===== src/hw/rtl/assert_macros.svh =====
// assertion macros for the rtl, included by the top level
`ifndef ASSERT_MACROS_SVH
`define ASSERT_MACROS_SVH
// implication checked on every rising clock edge outside reset
`define ASSERT_IMPLIES(label, clk, rst, pre, post) \
   label: assert property (@(posedge clk) disable iff (rst) (pre) |-> (post)) \
      else $error("assertion failed");
// next-cycle implication checked outside reset
`define ASSERT_NEXT(label, clk, rst, pre, post) \
   label: assert property (@(posedge clk) disable iff (rst) (pre) |=> (post)) \
      else $error("assertion failed");
`endif


===== src/hw/rtl/aes_pkg.sv =====
// types, constants and byte functions of the aes block
package aes_pkg;
   localparam int RkDepth = 60;
   localparam int RkAddrWidth = 6;
   localparam logic [2:0] CSR_KEY0 = 3'd0;
   localparam logic [2:0] CSR_KEY1 = 3'd1;
   localparam logic [2:0] CSR_KEY2 = 3'd2;
   localparam logic [2:0] CSR_KEY3 = 3'd3;
   localparam logic [2:0] CSR_KLEN = 3'd4;
   localparam logic [1:0] KLEN_128 = 2'd0;
   localparam logic [1:0] KLEN_192 = 2'd1;

   // controller to datapath
   typedef struct packed {
      logic       exp_load;   // load key words, start schedule
      logic       exp_step;   // produce one schedule word
      logic       blk_load;   // capture block and direction of the accepted transaction
      logic       rk_read;    // issue round key read
      logic       round_en;   // apply a round using registered round key
      logic       first;      // whitening only
      logic       last;       // final round (no mixing)
      logic [RkAddrWidth-1:0] rk_addr;
   } aes_cmd_type;

   typedef logic [127:0] aes_state_type;

   function automatic logic [7:0] xtime(input logic [7:0] a);
      xtime = {a[6:0], 1'b0} ^ (a[7] ? 8'h1b : 8'h00);
   endfunction

   function automatic logic [7:0] gmul(input logic [7:0] a, input logic [7:0] b);
      logic [7:0] p;
      logic [7:0] x;
      p = 8'h00;
      x = a;
      for (int k = 0; k < 8; k++) begin
         if (b[k]) p = p ^ x;
         x = xtime(x);
      end
      gmul = p;
   endfunction

   function automatic logic [7:0] ginv(input logic [7:0] x);
      logic [7:0] r;
      logic [7:0] base;
      r = 8'h01;
      base = x;
      for (int k = 0; k < 8; k++) begin
         if (k != 0) r = gmul(r, base);
         base = gmul(base, base);
      end
      ginv = r;
   endfunction

   function automatic logic [7:0] rotl8(input logic [7:0] v, input int n);
      rotl8 = (v << n) | (v >> (8 - n));
   endfunction

   function automatic logic [7:0] sbox_calc(input logic [7:0] x);
      logic [7:0] b;
      b = ginv(x);
      sbox_calc = b ^ rotl8(b, 1) ^ rotl8(b, 2) ^ rotl8(b, 3) ^ rotl8(b, 4) ^ 8'h63;
   endfunction

   function automatic logic [7:0] inv_sbox_calc(input logic [7:0] y);
      inv_sbox_calc = ginv(rotl8(y, 1) ^ rotl8(y, 3) ^ rotl8(y, 6) ^ 8'h05);
   endfunction

   typedef logic [7:0] byte_tab_type [256];

   function automatic byte_tab_type make_sbox(input logic inv);
      byte_tab_type t;
      for (int i = 0; i < 256; i++)
         t[i] = inv ? inv_sbox_calc(8'(i)) : sbox_calc(8'(i));
      return t;
   endfunction

   localparam byte_tab_type SBOX = make_sbox(1'b0);
   localparam byte_tab_type INV_SBOX = make_sbox(1'b1);

   function automatic logic [31:0] sub_word(input logic [31:0] w);
      sub_word = {SBOX[w[31:24]], SBOX[w[23:16]], SBOX[w[15:8]], SBOX[w[7:0]]};
   endfunction
endpackage


===== src/hw/rtl/aes_ctrl.sv =====
// sequencer for key expansion and the round loop
module aes_ctrl (
   input  logic                 clock,
   input  logic                 reset,
   input  logic                 start,
   input  logic                 func,
   input  logic                 keys_ready,
   input  logic [1:0]           key_length,
   output logic                 busy,
   output logic                 done,
   output aes_pkg::aes_cmd_type cmd
);
   import aes_pkg::*;

   localparam logic [2:0] ST_IDLE = 3'd0;
   localparam logic [2:0] ST_EXP  = 3'd1;
   localparam logic [2:0] ST_LOAD = 3'd2;
   localparam logic [2:0] ST_RND  = 3'd3;

   logic [2:0] state_ff, state_in;
   logic [5:0] cnt_ff, cnt_in;
   logic [3:0] rnd_ff, rnd_in;
   logic       dec_ff, dec_in;
   logic       pend_ff, pend_in;
   logic       done_ff, done_in;
   logic [3:0] nr;
   logic [5:0] total;

   always_comb begin
      case (key_length)
         KLEN_128: nr = 4'd10;
         KLEN_192: nr = 4'd12;
         default:  nr = 4'd14;
      endcase
      total = {nr, 2'b00} + 6'd4;
   end

   always_comb begin
      state_in = state_ff;
      cnt_in   = cnt_ff;
      rnd_in   = rnd_ff;
      dec_in   = dec_ff;
      pend_in  = pend_ff;
      done_in  = 1'b0;
      cmd      = '0;
      case (state_ff)
         ST_IDLE: begin
            if (start) begin
               dec_in  = func;
               pend_in = 1'b1;
               cmd.blk_load = 1'b1;
               if (!keys_ready) begin
                  cmd.exp_load = 1'b1;
                  cnt_in   = (key_length == KLEN_128) ? 6'd4 :
                             (key_length == KLEN_192) ? 6'd6 : 6'd8;
                  state_in = ST_EXP;
               end else begin
                  state_in = ST_LOAD;
               end
            end
         end
         ST_EXP: begin
            cmd.exp_step = 1'b1;
            cmd.rk_addr  = cnt_ff;
            cnt_in = cnt_ff + 6'd1;
            if (cnt_ff + 6'd1 == total) state_in = ST_LOAD;
         end
         ST_LOAD: begin
            cmd.rk_read  = 1'b1;
            rnd_in  = 4'd0;
            cnt_in  = 6'd0;
            cmd.rk_addr = {(dec_ff ? nr : 4'd0), 2'b00};
            state_in = ST_RND;
         end
         ST_RND: begin
            // four key words are read, then the round is applied
            cnt_in = cnt_ff + 6'd1;
            if (cnt_ff[1:0] != 2'd3) begin
               cmd.rk_read = 1'b1;
               cmd.rk_addr = {(dec_ff ? nr - rnd_ff : rnd_ff), cnt_in[1:0]};
            end else begin
               cmd.round_en = 1'b1;
               cmd.first = (rnd_ff == 4'd0);
               cmd.last  = (rnd_ff == nr);
               rnd_in = rnd_ff + 4'd1;
               if (rnd_ff == nr) begin
                  state_in = ST_IDLE;
                  pend_in  = 1'b0;
                  done_in  = 1'b1;
               end else begin
                  // first key word of the next round
                  cmd.rk_read = 1'b1;
                  cmd.rk_addr = {(dec_ff ? nr - (rnd_ff + 4'd1) : rnd_ff + 4'd1), 2'b00};
               end
            end
         end
         default: state_in = ST_IDLE;
      endcase
   end

   always_ff @(posedge clock) begin
      if (reset) begin
         state_ff <= ST_IDLE;
         cnt_ff   <= '0;
         rnd_ff   <= '0;
         dec_ff   <= 1'b0;
         pend_ff  <= 1'b0;
         done_ff  <= 1'b0;
      end else begin
         state_ff <= state_in;
         cnt_ff   <= cnt_in;
         rnd_ff   <= rnd_in;
         dec_ff   <= dec_in;
         pend_ff  <= pend_in;
         done_ff  <= done_in;
      end
   end

   assign busy = pend_ff;
   assign done = done_ff;
endmodule


===== config.mk =====
export PLATFORM = sky130hd
export DESIGN_NAME = aes_ctrl
export DESIGN_NICKNAME = d
export VERILOG_FILES = /design/src/hw/rtl/assert_macros.svh /design/src/hw/rtl/aes_pkg.sv /design/src/hw/rtl/aes_ctrl.sv
export SDC_FILE = /design/constraint.sdc
export NUM_CORES = 1
export LEC_CHECK = 0
export ABC_AREA = 0
export BUFFER_PORTS_ARGS = -buffer_cell sky130_fd_sc_hd__buf_2
export CORE_MARGIN = 2
export CORE_UTILIZATION = 35
export DETAILED_ROUTE_END_ITERATION = 8
export PLACE_DENSITY = 0.57
export SYNTH_ARGS = -nofsm -noshare
export SYNTH_HDL_FRONTEND = slang
export SYNTH_SLANG_ARGS = --single-unit
export TNS_END_PERCENT = 30

===== constraint.sdc =====
create_clock -name clock -period 5.2 [get_ports clock]
set_clock_uncertainty 0.1 [all_clocks]
set_input_delay 0.52 -clock clock [delete_from_list [all_inputs] [get_ports clock]]
set_output_delay 0.52 -clock clock [all_outputs]
set_load 0.03 [all_outputs]

After elaboration in Yosys (flattened, before gate mapping)
Index checks and enable logic that the tools add are counted.

word-level totals
  register bits = 16
  output and inout port bits = 15

operators by class
  $add $sub $neg = 5
  equal/unequal tests = 12
  mux-type cells = 36
  bitwise operators = 1
  reduce and logical (&&, ||, !) cells = 13

operators with widths
  kind                                           number
  case mux 6 bit (3 select lines)                2
  two-way mux 4 bit                              6
  two-way mux 6 bit                              4
  two-way mux 3 bit                              6
  two-way mux 1 bit                              12
  inequality test 2 bit, second input constant   6
  case mux 3 bit (4 select lines)                1
  case mux 4 bit (2 select lines)                1
  AND reduction 4 bit                            2
  subtractor 4 bit                               2
  adder 6 x 1 -> 6 bit, second input constant    1
  adder 6 x 3 -> 6 bit, second input constant    1
  == test 3 x 2 -> 1 bit, second input constant  2
  == test 6 bit                                  1
  case mux 3 bit (2 select lines)                1
  adder 4 x 1 -> 4 bit, second input constant    1
  == test 4 bit                                  1
  logical NOT 4 bit                              1
  case mux 1 bit (2 select lines)                2
  AND reduction 2 bit                            2
  nonzero test 2 bit                             2
  == test 3 x 1 -> 1 bit, second input constant  1
  logical NOT 3 bit                              1
  AND reduction 3 bit                            1
  other kinds (7)                                7

Depth between registers and ports, before layout
Gate-level depths: netlist (run 1).

  word-level depth = 7
  depth in mapped cells = 9

Worst setup path before layout (run 1)
No wires, ideal clock.

  path type = input-to-output
  start = input key_length[1]
  end = output cmd[5] in the netlist's numbering
  data arrival time = 2.294 ns
  slack = 2.286 ns
  stages = 9
  cell sequence = nand2b_4 -> buf_6 -> inv_1 -> fa_1 -> a21oi_1 -> o21ai_0 -> xnor2_1 -> nand2_1 -> a31oi_1

RTL lines
  item         RTL line        text
  from (decl)  aes_ctrl.sv:8   input logic [1:0] key_length,
  to (decl)    aes_ctrl.sv:11  output aes_pkg::aes_cmd_type cmd

==> results of run 1 <==
==> area by class of cell <==
cell class / count / area, sq um / area share
Clock buffer: 4 / 45.0 / 0.0293
Inverter: 14 / 52.6 / 0.0341
Multi-Input combinational cell: 138 / 976 / 0.634
Sequential cell: 15 / 300 / 0.195
Tap cell: 48 / 60.1 / 0.0390
Timing Repair Buffer: 21 / 105 / 0.0683
==> state kept, by name, indices dropped and copies added, names as in the netlist <==
signal    cells
busy          1
cnt_ff        6
dec_ff        1
done          1
rnd_ff        4
state_ff      2
==> cell families after synthesis <==
kind of cell | synth area share
AO/OA/AOI/OAI | 0.254
XOR/XNOR | 0.0609
adder cells (fa/ha/maj) | 0.156
buffers and inverters | 0.0727
flip-flops | 0.218
multiplexers | 0.0300
AND/OR/NAND/NOR | 0.208
==> where the power goes <==
| part | total (mW) | internal, mW | switching, mW |
|---|---|---|---|
| Combinational | 0.284 | 0.104 | 0.181 |
| Sequential | 0.162 | 0.134 | 0.0285 |
| Clock | 0.0962 | 0.0543 | 0.0419 |
==> worst register-to-register path, cell delays in order (launching register included) <==
cell,delay [ns]
dfxtp_1,0.43
inv_1,0.16
ha_1,0.34
ha_1,0.19
nand4_2,0.16
a211oi_1,0.32
a31oi_2,0.11
or3_1,0.39
a21oi_2,0.12
==> worst max path at each step <==
stage / endpoint / slack [ns] / depth (start not counted)
after global placement: cmd[5] / 2.31 / 10
after detailed placement: cmd[5] / 2.28 / 10
final: cmd[5] / 2.13 / 10
after global routing: cmd[5] / 1.99 / 10
after floorplan: cmd[5] / 2.29 / 9
after CTS: cmd[5] / 2.13 / 10
==> cell usage after synthesis, drive strengths merged (3+ instances only) <==
cell     n
o21ai   10
nand2   18
a211oi   3
o211ai   4
inv     14
ha      14
dfxtp   15
a31oi    5
a21oi   12
nand3    4
a22oi    4
clkbuf   7
xnor2    6
buf      3
mux2i    3
nor2    23
==> per-layer routing <==
layer | GRT usage | vias up | part of all wire
li1 | - | 649 | -
met1 | 0.225 | 581 | 0.52
met2 | 0.254 | 21 | 0.44
met3 | 0.0220 | 5 | 0.033
met4 | 0.0459 | 0 | 0.011
met5 | 0 | - | 0
==> metrics by stage <==
step | utilization | power, mW
final | 0.414 | 0.543
after global routing | 0.414 | 0.583
after CTS | 0.414 | 0.543
after detailed placement | 0.402 | 0.446
after global placement | 0.402 | 0.445
after floorplan | - | 0.381
==> results.py, run 1 <==
metrics = {
    "outcome": {
        "status": "finished, final reports clean",
    },
    "grt": {
        "grt_pass1_wl_microns": 5460,
        "grt_max_degree": 17,
        "overflow": 0,
        "grt_antenna_before_repair": 0,
        "track_usage": 0.160,
        "grt_pass1_vias": 1151,
    },
    "yosys": {
        "ys_ff_latch": 15,
        "syn_nets": 200,
        "yosysUniqueCellTypes": 43,
        "async_reset_ff_frac": 0,
        "synth_area_sq_um": 1380,
        "yosys.area.top_type": "dfxtp_1",
        "synth-edff-count": 0,
        "synth_cells": 177,
        "yosysSeqAreaShare": 0.218,
        "synth_area_leaders": "dfxtp_1 22%, ha_1 13%, nor2_1 6.3%",
        "ys.flop_type": "dfxtp_1",
        "syn_avg_cell_area_sq_um": 7.78,
        "synth_top_area_share": 0.218,
        "yosys_warnings": 0,
    },
    "cts": {
        "cts-buffers-inserted": 3,
        "post_cts_resized": 0,
        "cts_max_level": 1,
        "post-cts-setup-buffers": 0,
        "path_clk_slew_ns": 0.06,
        "clock_path_buffers": 2,
        "clock_latency_ns": 0.25,
        "clock-sinks": 15,
        "cts_root_buffer": "clkbuf_8",
        "cts_tree": "built",
        "holdBufCountCts": 0,
    },
    "flow_run": {
        "cap_violations": 0,
    },
    "finish": {
        "fin_area_sq_um": 1540,
        "n_fill_cell": 399,
        "layout_commonest_cell": "nor2_1",
        "syn_to_final_growth_pct": 11.8,
        "stdcell_count": 240,
        "diodes": 0,
        "final_layout_size_suffix_gt1_frac": 0.177,
        "final_nets": 216,
        "layout_common_cells": "23 x nor2_1, 21 x buf_2, 18 x nand2_1, 15 x dfxtp_1",
    },
    "setup_path": {
        "cp_num_buf_inv": 3,
        "worstSetupPathType": "reg -> out",
        "r2r_cells": 8,
        "end_kind": "output port",
        "cp_max_fo": 8,
        "cp_slowest_stage_delay_ns": 0.51,
        "worst_path_max_delay_cell": "dfxtp_1",
        "required_ns": 4.58,
        "r2r_end": "state_ff[1]$_SDFFE_PP0P_",
        "r2r_start": "rnd_ff[1]$_SDFFE_PP0P_",
        "cp_top_family": "adder cells",
        "crit_chain": "inv_1, ha_1, inv_1, ha_1, a21oi_1, o21ai_0, xnor2_1, nand2_1, a31oi_1, buf_2",
        "setup.worst_path.start_class": "flop",
        "worstPathArrival_ns": 2.45,
        "reg2reg_slack_ns": 2.83,
        "cp-startpoint": "rnd_ff[0]$_SDFFE_PP0P_",
    },
    "sta": {
        "max_freq_mhz": 326,
        "fin_tns_setup_ns": 0,
        "setup_slack_ns": 2.13,
        "fin_hold_ws_ns": 0.416,
        "timing.final.crit_share": 0.590,
        "tightestPinTransition_ns": 0.669,
        "rsz0062_at_grt": "false",
        "slew_violations": 0,
        "period_needed_ns": 3.07,
        "relSlewSlack": 0.551,
        "final-hold-violation-count": 0,
        "setup_viol": 0,
    },
    "power_and_ir_drop": {
        "peakVddDrop_uv": 214,
        "p_leak_nw": 0.652,
        "powerDensity_nw_per_um2": 353,
    },
    "die": {
        "start_util": 0.370,
        "die_w_microns": 66.7,
        "dieArea_sq_um": 4450,
        "dieHeight_microns": 66.7,
        "coreArea_sq_um": 3720,
        "rows": 22,
        "num_io_pins": 22,
    },
    "drt": {
        "wirelength_microns": 3360,
        "avgRoutedWirePerCell_microns": 14.0,
        "num_vias": 1256,
        "drc": 0,
        "first_pass_iters": 4,
        "ant_nets": 0,
        "viasPerCell": 5.23,
        "drt_iter0_markers": 57,
    },
    "min_path": {
        "hp-class": "in -> reg",
        "whs_endpoint": "dec_ff$_SDFFE_PP0P_",
        "hp-start": "func",
        "hold_depth": 3,
    },
    "placed_design": {
        "gp_congestion": 0.915,
        "place_ws_ns": 2.28,
        "place_hpwl_microns": 2590,
        "io_buffers": 21,
        "placedCellCount": 236,
        "placed_area_sq_um": 1490,
    },
}
(Power assumes the default switching activity.)
==> run 2, diff against run 1 <==
- PLACE_DENSITY: 0.57 -> 0.59
- clock period: 5.2 -> 2.7 ns (I/O delays scaled with it)
==> run 2 against run 1 <==
- setup slack lost 2.0 ns
- via count grew 1.7%
- register-to-register slack lost 2.4 ns
- critical path depth shrank 2
- power grew 94%
- core utilization grew 0.57 points
- count of clock-buffer cells in the layout shrank 1
- global-route usage shrank 0.093 points
- first-iteration DRC count shrank 37%
- hold slack lost 0.26 ns
- sequential power grew 93%
- critical endpoint is now cmd[3]
- largest power group unchanged
- highest routed layer unchanged
==> results.py, run 2 (same netlist as run 1, synthesis figures left out) <==
metrics = {
    "setup_path": {
        "cp_top_family": "adder cells",
        "setup.worst_path.start_class": "flop",
        "worst_path_max_delay_cell": "dfxtp_2",
        "cp_max_fo": 5,
        "required_ns": 2.33,
        "end_kind": "output port",
        "worstSetupPathType": "reg -> out",
        "cpMostUsedCell": "ha_1",
        "worstPathArrival_ns": 2.18,
        "cp_slowest_stage_delay_ns": 0.37,
        "cp_num_buf_inv": 2,
        "crit_chain": "inv_1, ha_1, ha_1, nand3_1, and2_1, o211ai_1, a31oi_1, buf_2",
    },
    "drt": {
        "drt_iter0_markers": 36,
        "ant_nets": 0,
        "viasPerCell": 5.28,
        "drc": 0,
        "avgRoutedWirePerCell_microns": 13.7,
        "first_pass_iters": 4,
        "num_vias": 1277,
        "wirelength_microns": 3310,
    },
    "grt": {
        "grt_pass1_vias": 1143,
        "grt_pass1_wl_microns": 5410,
        "overflow": 0,
        "grt_max_degree": 17,
        "grt_antenna_before_repair": 0,
        "track_usage": 0.159,
    },
    "power_and_ir_drop": {
        "power.internal_uw": 562,
        "peakVddDrop_uv": 362,
        "clockPowerShare": 0.178,
        "p_leak_nw": 0.663,
        "power_frac_comb": 0.524,
        "power_switching_uw": 491,
        "powerDensity_nw_per_um2": 675,
        "swShare": 0.466,
        "seq_power_share": 0.298,
    },
    "die": {
        "num_io_pins": 22,
        "dieArea_sq_um": 4450,
        "coreArea_sq_um": 3720,
        "dieHeight_microns": 66.7,
        "start_util": 0.370,
        "rows": 22,
        "die_w_microns": 66.7,
    },
    "cts": {
        "post-cts-setup-buffers": 0,
        "path_clk_slew_ns": 0.06,
        "cts-buffers-inserted": 3,
        "holdBufCountCts": 0,
        "cts_max_level": 1,
        "clock_latency_ns": 0.25,
        "cts_root_buffer": "clkbuf_8",
        "cts_tree": "built",
        "clock-sinks": 15,
        "clock_path_buffers": 2,
    },
    "sta": {
        "slew_violations": 0,
        "relSlewSlack": 0.595,
        "max_freq_mhz": 392,
        "rsz0062_at_grt": "false",
        "fin_tns_setup_ns": 0,
        "final-hold-violation-count": 0,
        "timing.final.crit_share": 0.944,
        "setup_viol": 0,
        "period_needed_ns": 2.55,
        "tightestPinTransition_ns": 0.604,
    },
    "finish": {
        "multi_input_area_sq_um": 978,
        "final_nets": 218,
        "diodes": 0,
        "reg_top3": "cnt_ff: 6 flops, rnd_ff: 4 flops, state_ff: 2 flops",
        "n_fill_cell": 401,
        "fin_area_sq_um": 1560,
        "syn_to_final_growth_pct": 13.4,
        "largest_reg_flops": 6,
        "final_layout_size_suffix_gt1_frac": 0.206,
        "seq_area_sq_um": 303,
        "regMostFlops": "cnt_ff",
        "layout_commonest_cell": "nor2_1",
        "layout_common_cells": "23 x nor2_1, 21 x buf_2, 18 x nand2_1, 14 x inv_1",
    },
    "min_path": {
        "hp-class": "in -> reg",
    },
    "flow_run": {
        "cap_violations": 0,
    },
    "placed_design": {
        "place_hpwl_microns": 2590,
        "placed_area_sq_um": 1510,
        "io_buffers": 21,
        "gp_congestion": 0.846,
    },
    "outcome": {
        "status": "finished, final reports clean",
    },
}
[run 2: layer usage]
metal	part of all wire	wire length [microns]	track usage	vias up
li1	-	-	-	653
met1	0.49	1630	0.219	583
met2	0.45	1500	0.250	37
met3	0.043	141	0.0253	4
met4	0.010	33	0.0561	0
met5	0	0	0	-
[run 2: worst paths after layout]
kind,startpoint,endpoint,slack [ns],cells past startpoint
setup / recovery,rnd_ff[1]$_SDFFE_PP0P_,cmd[3],0.15,8
hold / removal,func,dec_ff$_SDFFE_PP0P_,0.15,3
setup reg to reg,rnd_ff[1]$_SDFFE_PP0P_,state_ff[1]$_SDFFE_PP0P_,0.46,8
hold reg to reg,cnt_ff[5]$_SDFFE_PP0P_,cnt_ff[5]$_SDFFE_PP0P_,0.44,1
[run 2: timing repair]
item / 4_1_cts / 5_1_grt
setup endpoints to repair: 0 / 3
gates resized for setup: 0 / 4
endpoints found under the hold margin: 0 / 0
[run 2: worst register-to-register path: stages, from the launching register on]
cell and delay (ns):
dfxtp_2 0.37, inv_1 0.12, ha_1 0.33, ha_1 0.18, nand4_2 0.15, a211oi_1 0.32, a31oi_2 0.11, or3_1 0.38
a21oi_2 0.11
[run 2: metrics by stage]
stage          std cells  hold WS [ns]  setup WS, ns  total power, mW  utilization
2_1_floorplan        177         0.306         0.212            0.733            -
3_3_place_gp         238         0.416         0.304            0.870        0.406
3_5_place_dp         238         0.419         0.278            0.865        0.406
4_1_cts              242         0.151        0.0353             1.05        0.419
5_1_grt              242         0.149       0.00379             1.14        0.420
6_report             242         0.153         0.151             1.05        0.420
[run 2: power by group through the flow]
stage / clock network [mW] / logic (mW) / registers [mW]
after floorplan: 0 / 0.429 / 0.305
after global placement: 0 / 0.553 / 0.317
after detailed placement: 0 / 0.548 / 0.317
after CTS: 0.192 / 0.551 / 0.312
after global routing: 0.209 / 0.610 / 0.321
final: 0.188 / 0.552 / 0.313
[run 2: final cells by class]
class,instances,area share
multi-input cells,138,0.627
clock buffers,3,0.0265
repair buffers,23,0.0770
inverters,14,0.0337
well taps,48,0.0385
flip-flops and latches,15,0.194
clock inverters,1,0.00321
==> run 3, diff against run 2 <==
- REMOVE_ABC_BUFFERS: unset -> 1
==> run 3 against run 2 <==
- critical path depth is 1 lower
- final cell count unchanged
- core utilization up 0.10 points
- critical endpoint is now cmd[5]
- setup slack better by 0.0081 ns
- design area is 0.24% higher
- flip-flop and latch count stayed put
- critical path type unchanged
- hold slack improved by 0.0048 ns
- first-iteration DRC count grew 150%
- routed wire length up 2.6%
==> results.py, run 3 (same netlist as run 1, synthesis figures left out) <==
metrics = {
    "outcome": {
        "status": "finished, final reports clean",
    },
    "finish": {
        "seq_area_sq_um": 305,
        "fin_area_sq_um": 1560,
        "final_nets": 218,
        "layout_commonest_cell": "nor2_1",
        "largest_reg_flops": 6,
        "n_fill_cell": 399,
        "utilization": 0.421,
        "reg_top3": "cnt_ff: 6 flops, rnd_ff: 4 flops, state_ff: 2 flops",
        "final_layout_size_suffix_gt1_frac": 0.206,
        "diodes": 0,
        "layout_common_cells": "23 x nor2_1, 21 x buf_2, 18 x nand2_1, 14 x inv_1, 13 x dfxtp_1",
        "syn_to_final_growth_pct": 13.6,
        "regMostFlops": "cnt_ff",
        "multi_input_area_sq_um": 981,
    },
    "sta": {
        "relSlewSlack": 0.511,
        "max_freq_mhz": 394,
        "tightestPinTransition_ns": 0.729,
        "setup_slack_ns": 0.159,
        "period_needed_ns": 2.54,
        "final-hold-violation-count": 0,
        "setup_viol": 0,
        "slew_violations": 0,
        "fin_tns_setup_ns": 0,
        "rsz0062_at_grt": "false",
        "timing.final.crit_share": 0.941,
    },
    "die": {
        "num_io_pins": 22,
        "dieHeight_microns": 66.7,
        "start_util": 0.370,
        "die_w_microns": 66.7,
        "coreArea_sq_um": 3720,
        "rows": 22,
        "dieArea_sq_um": 4450,
    },
    "setup_path": {
        "reg2reg_slack_ns": 0.45,
        "end_kind": "output port",
        "worstSetupPathType": "reg -> out",
        "r2r_start": "rnd_ff[1]$_SDFFE_PP0P_",
        "setup.worst_path.start_class": "flop",
        "cp-startpoint": "rnd_ff[1]$_SDFFE_PP0P_",
        "endpoint": "cmd[5]",
        "cp_max_fo": 5,
        "r2r_end": "state_ff[1]$_SDFFE_PP0P_",
        "worstPathArrival_ns": 2.17,
        "r2r_cells": 8,
        "required_ns": 2.33,
    },
    "grt": {
        "grt_pass1_wl_microns": 5930,
        "grt_max_degree": 17,
        "overflow": 0,
        "grt_antenna_before_repair": 0,
        "grt_pass1_vias": 1224,
        "track_usage": 0.176,
    },
    "drt": {
        "num_vias": 1231,
        "wirelength_microns": 3400,
        "drt_iter0_markers": 89,
        "avgRoutedWirePerCell_microns": 14.0,
        "drc": 0,
        "viasPerCell": 5.09,
        "first_pass_iters": 4,
        "ant_nets": 0,
    },
    "cts": {
        "cts_root_buffer": "clkbuf_8",
        "cts_max_level": 1,
        "path_clk_slew_ns": 0.06,
        "clock_latency_ns": 0.26,
        "clock-sinks": 15,
        "holdBufCountCts": 0,
        "cts_tree": "built",
        "post-cts-setup-buffers": 0,
        "cts-buffers-inserted": 3,
        "clock_path_buffers": 2,
    },
    "placed_design": {
        "gp_congestion": 0.842,
        "place_ws_ns": 0.253,
        "io_buffers": 21,
        "place_hpwl_microns": 2580,
        "placed_area_sq_um": 1510,
    },
    "flow_run": {
        "cap_violations": 0,
    },
    "power_and_ir_drop": {
        "clockPowerShare": 0.183,
        "seq_power_share": 0.298,
        "swShare": 0.465,
        "peakVddDrop_uv": 486,
        "power_frac_comb": 0.519,
        "power.internal_uw": 563,
        "p_leak_nw": 0.657,
        "powerDensity_nw_per_um2": 673,
        "power_switching_uw": 490,
    },
    "min_path": {
        "hp-class": "in -> reg",
    },
}
==> run 3: worst max-delay path, cell delays in order, from the launching register on <==
cell	delay, ns
dfxtp_2	0.38
inv_1	0.14
ha_1	0.34
a21o_1	0.19
a21oi_1	0.19
mux2_2	0.35
a31oi_1	0.12
buf_2	0.21
==> run 3: final cells by class <==
type	instances	area share
Clock buffer	4	0.0288
Inverter	14	0.0336
Multi-Input combinational cell	138	0.627
Sequential cell	15	0.195
Tap cell	48	0.0384
Timing Repair Buffer	23	0.0768
==> run 3: metal layers <==
metal | wire length, microns | GRT usage
met1 | 1790 | 0.250
met2 | 1440 | 0.270
met3 | 128 | 0.0304
met4 | 46 | 0.0536
met5 | 0 | 0
==> run 3: metrics by stage <==
step / cells / hold slack [ns] / total power [mW]
floorplan: 167 / 0.232 / 0.722
global placement: 238 / 0.408 / 0.864
detailed placement: 238 / 0.411 / 0.863
CTS: 242 / 0.153 / 1.06
global route: 242 / 0.182 / 1.13
finish: 242 / 0.158 / 1.05
==> run 3: power groups by stage <==
stage	clock [mW]	sequential (mW)	combinational, mW
2_1_floorplan	0	0.308	0.413
6_report	0.193	0.314	0.546
4_1_cts	0.197	0.314	0.546
3_5_place_dp	0	0.319	0.544
3_3_place_gp	0	0.318	0.546
5_1_grt	0.203	0.321	0.612
==> run 3: worst min path at each step <==
stage	slack, ns	to	cells past startpoint	startpoint
global route	0.18	dec_ff$_SDFFE_PP0P_	3	func
detailed placement	0.41	cnt_ff[5]$_SDFFE_PP0P_	1	cnt_ff[5]$_SDFFE_PP0P_
global placement	0.41	cnt_ff[5]$_SDFFE_PP0P_	1	cnt_ff[5]$_SDFFE_PP0P_
CTS	0.15	dec_ff$_SDFFE_PP0P_	3	func
floorplan	0.23	state_ff[1]$_SDFFE_PP0P_	1	reset
finish	0.16	dec_ff$_SDFFE_PP0P_	3	func
==> run 3: timing repair <==
item,in CTS,in global routing
gates resized for setup,1,4
setup endpoints to repair,1,3
pin swaps,0,0
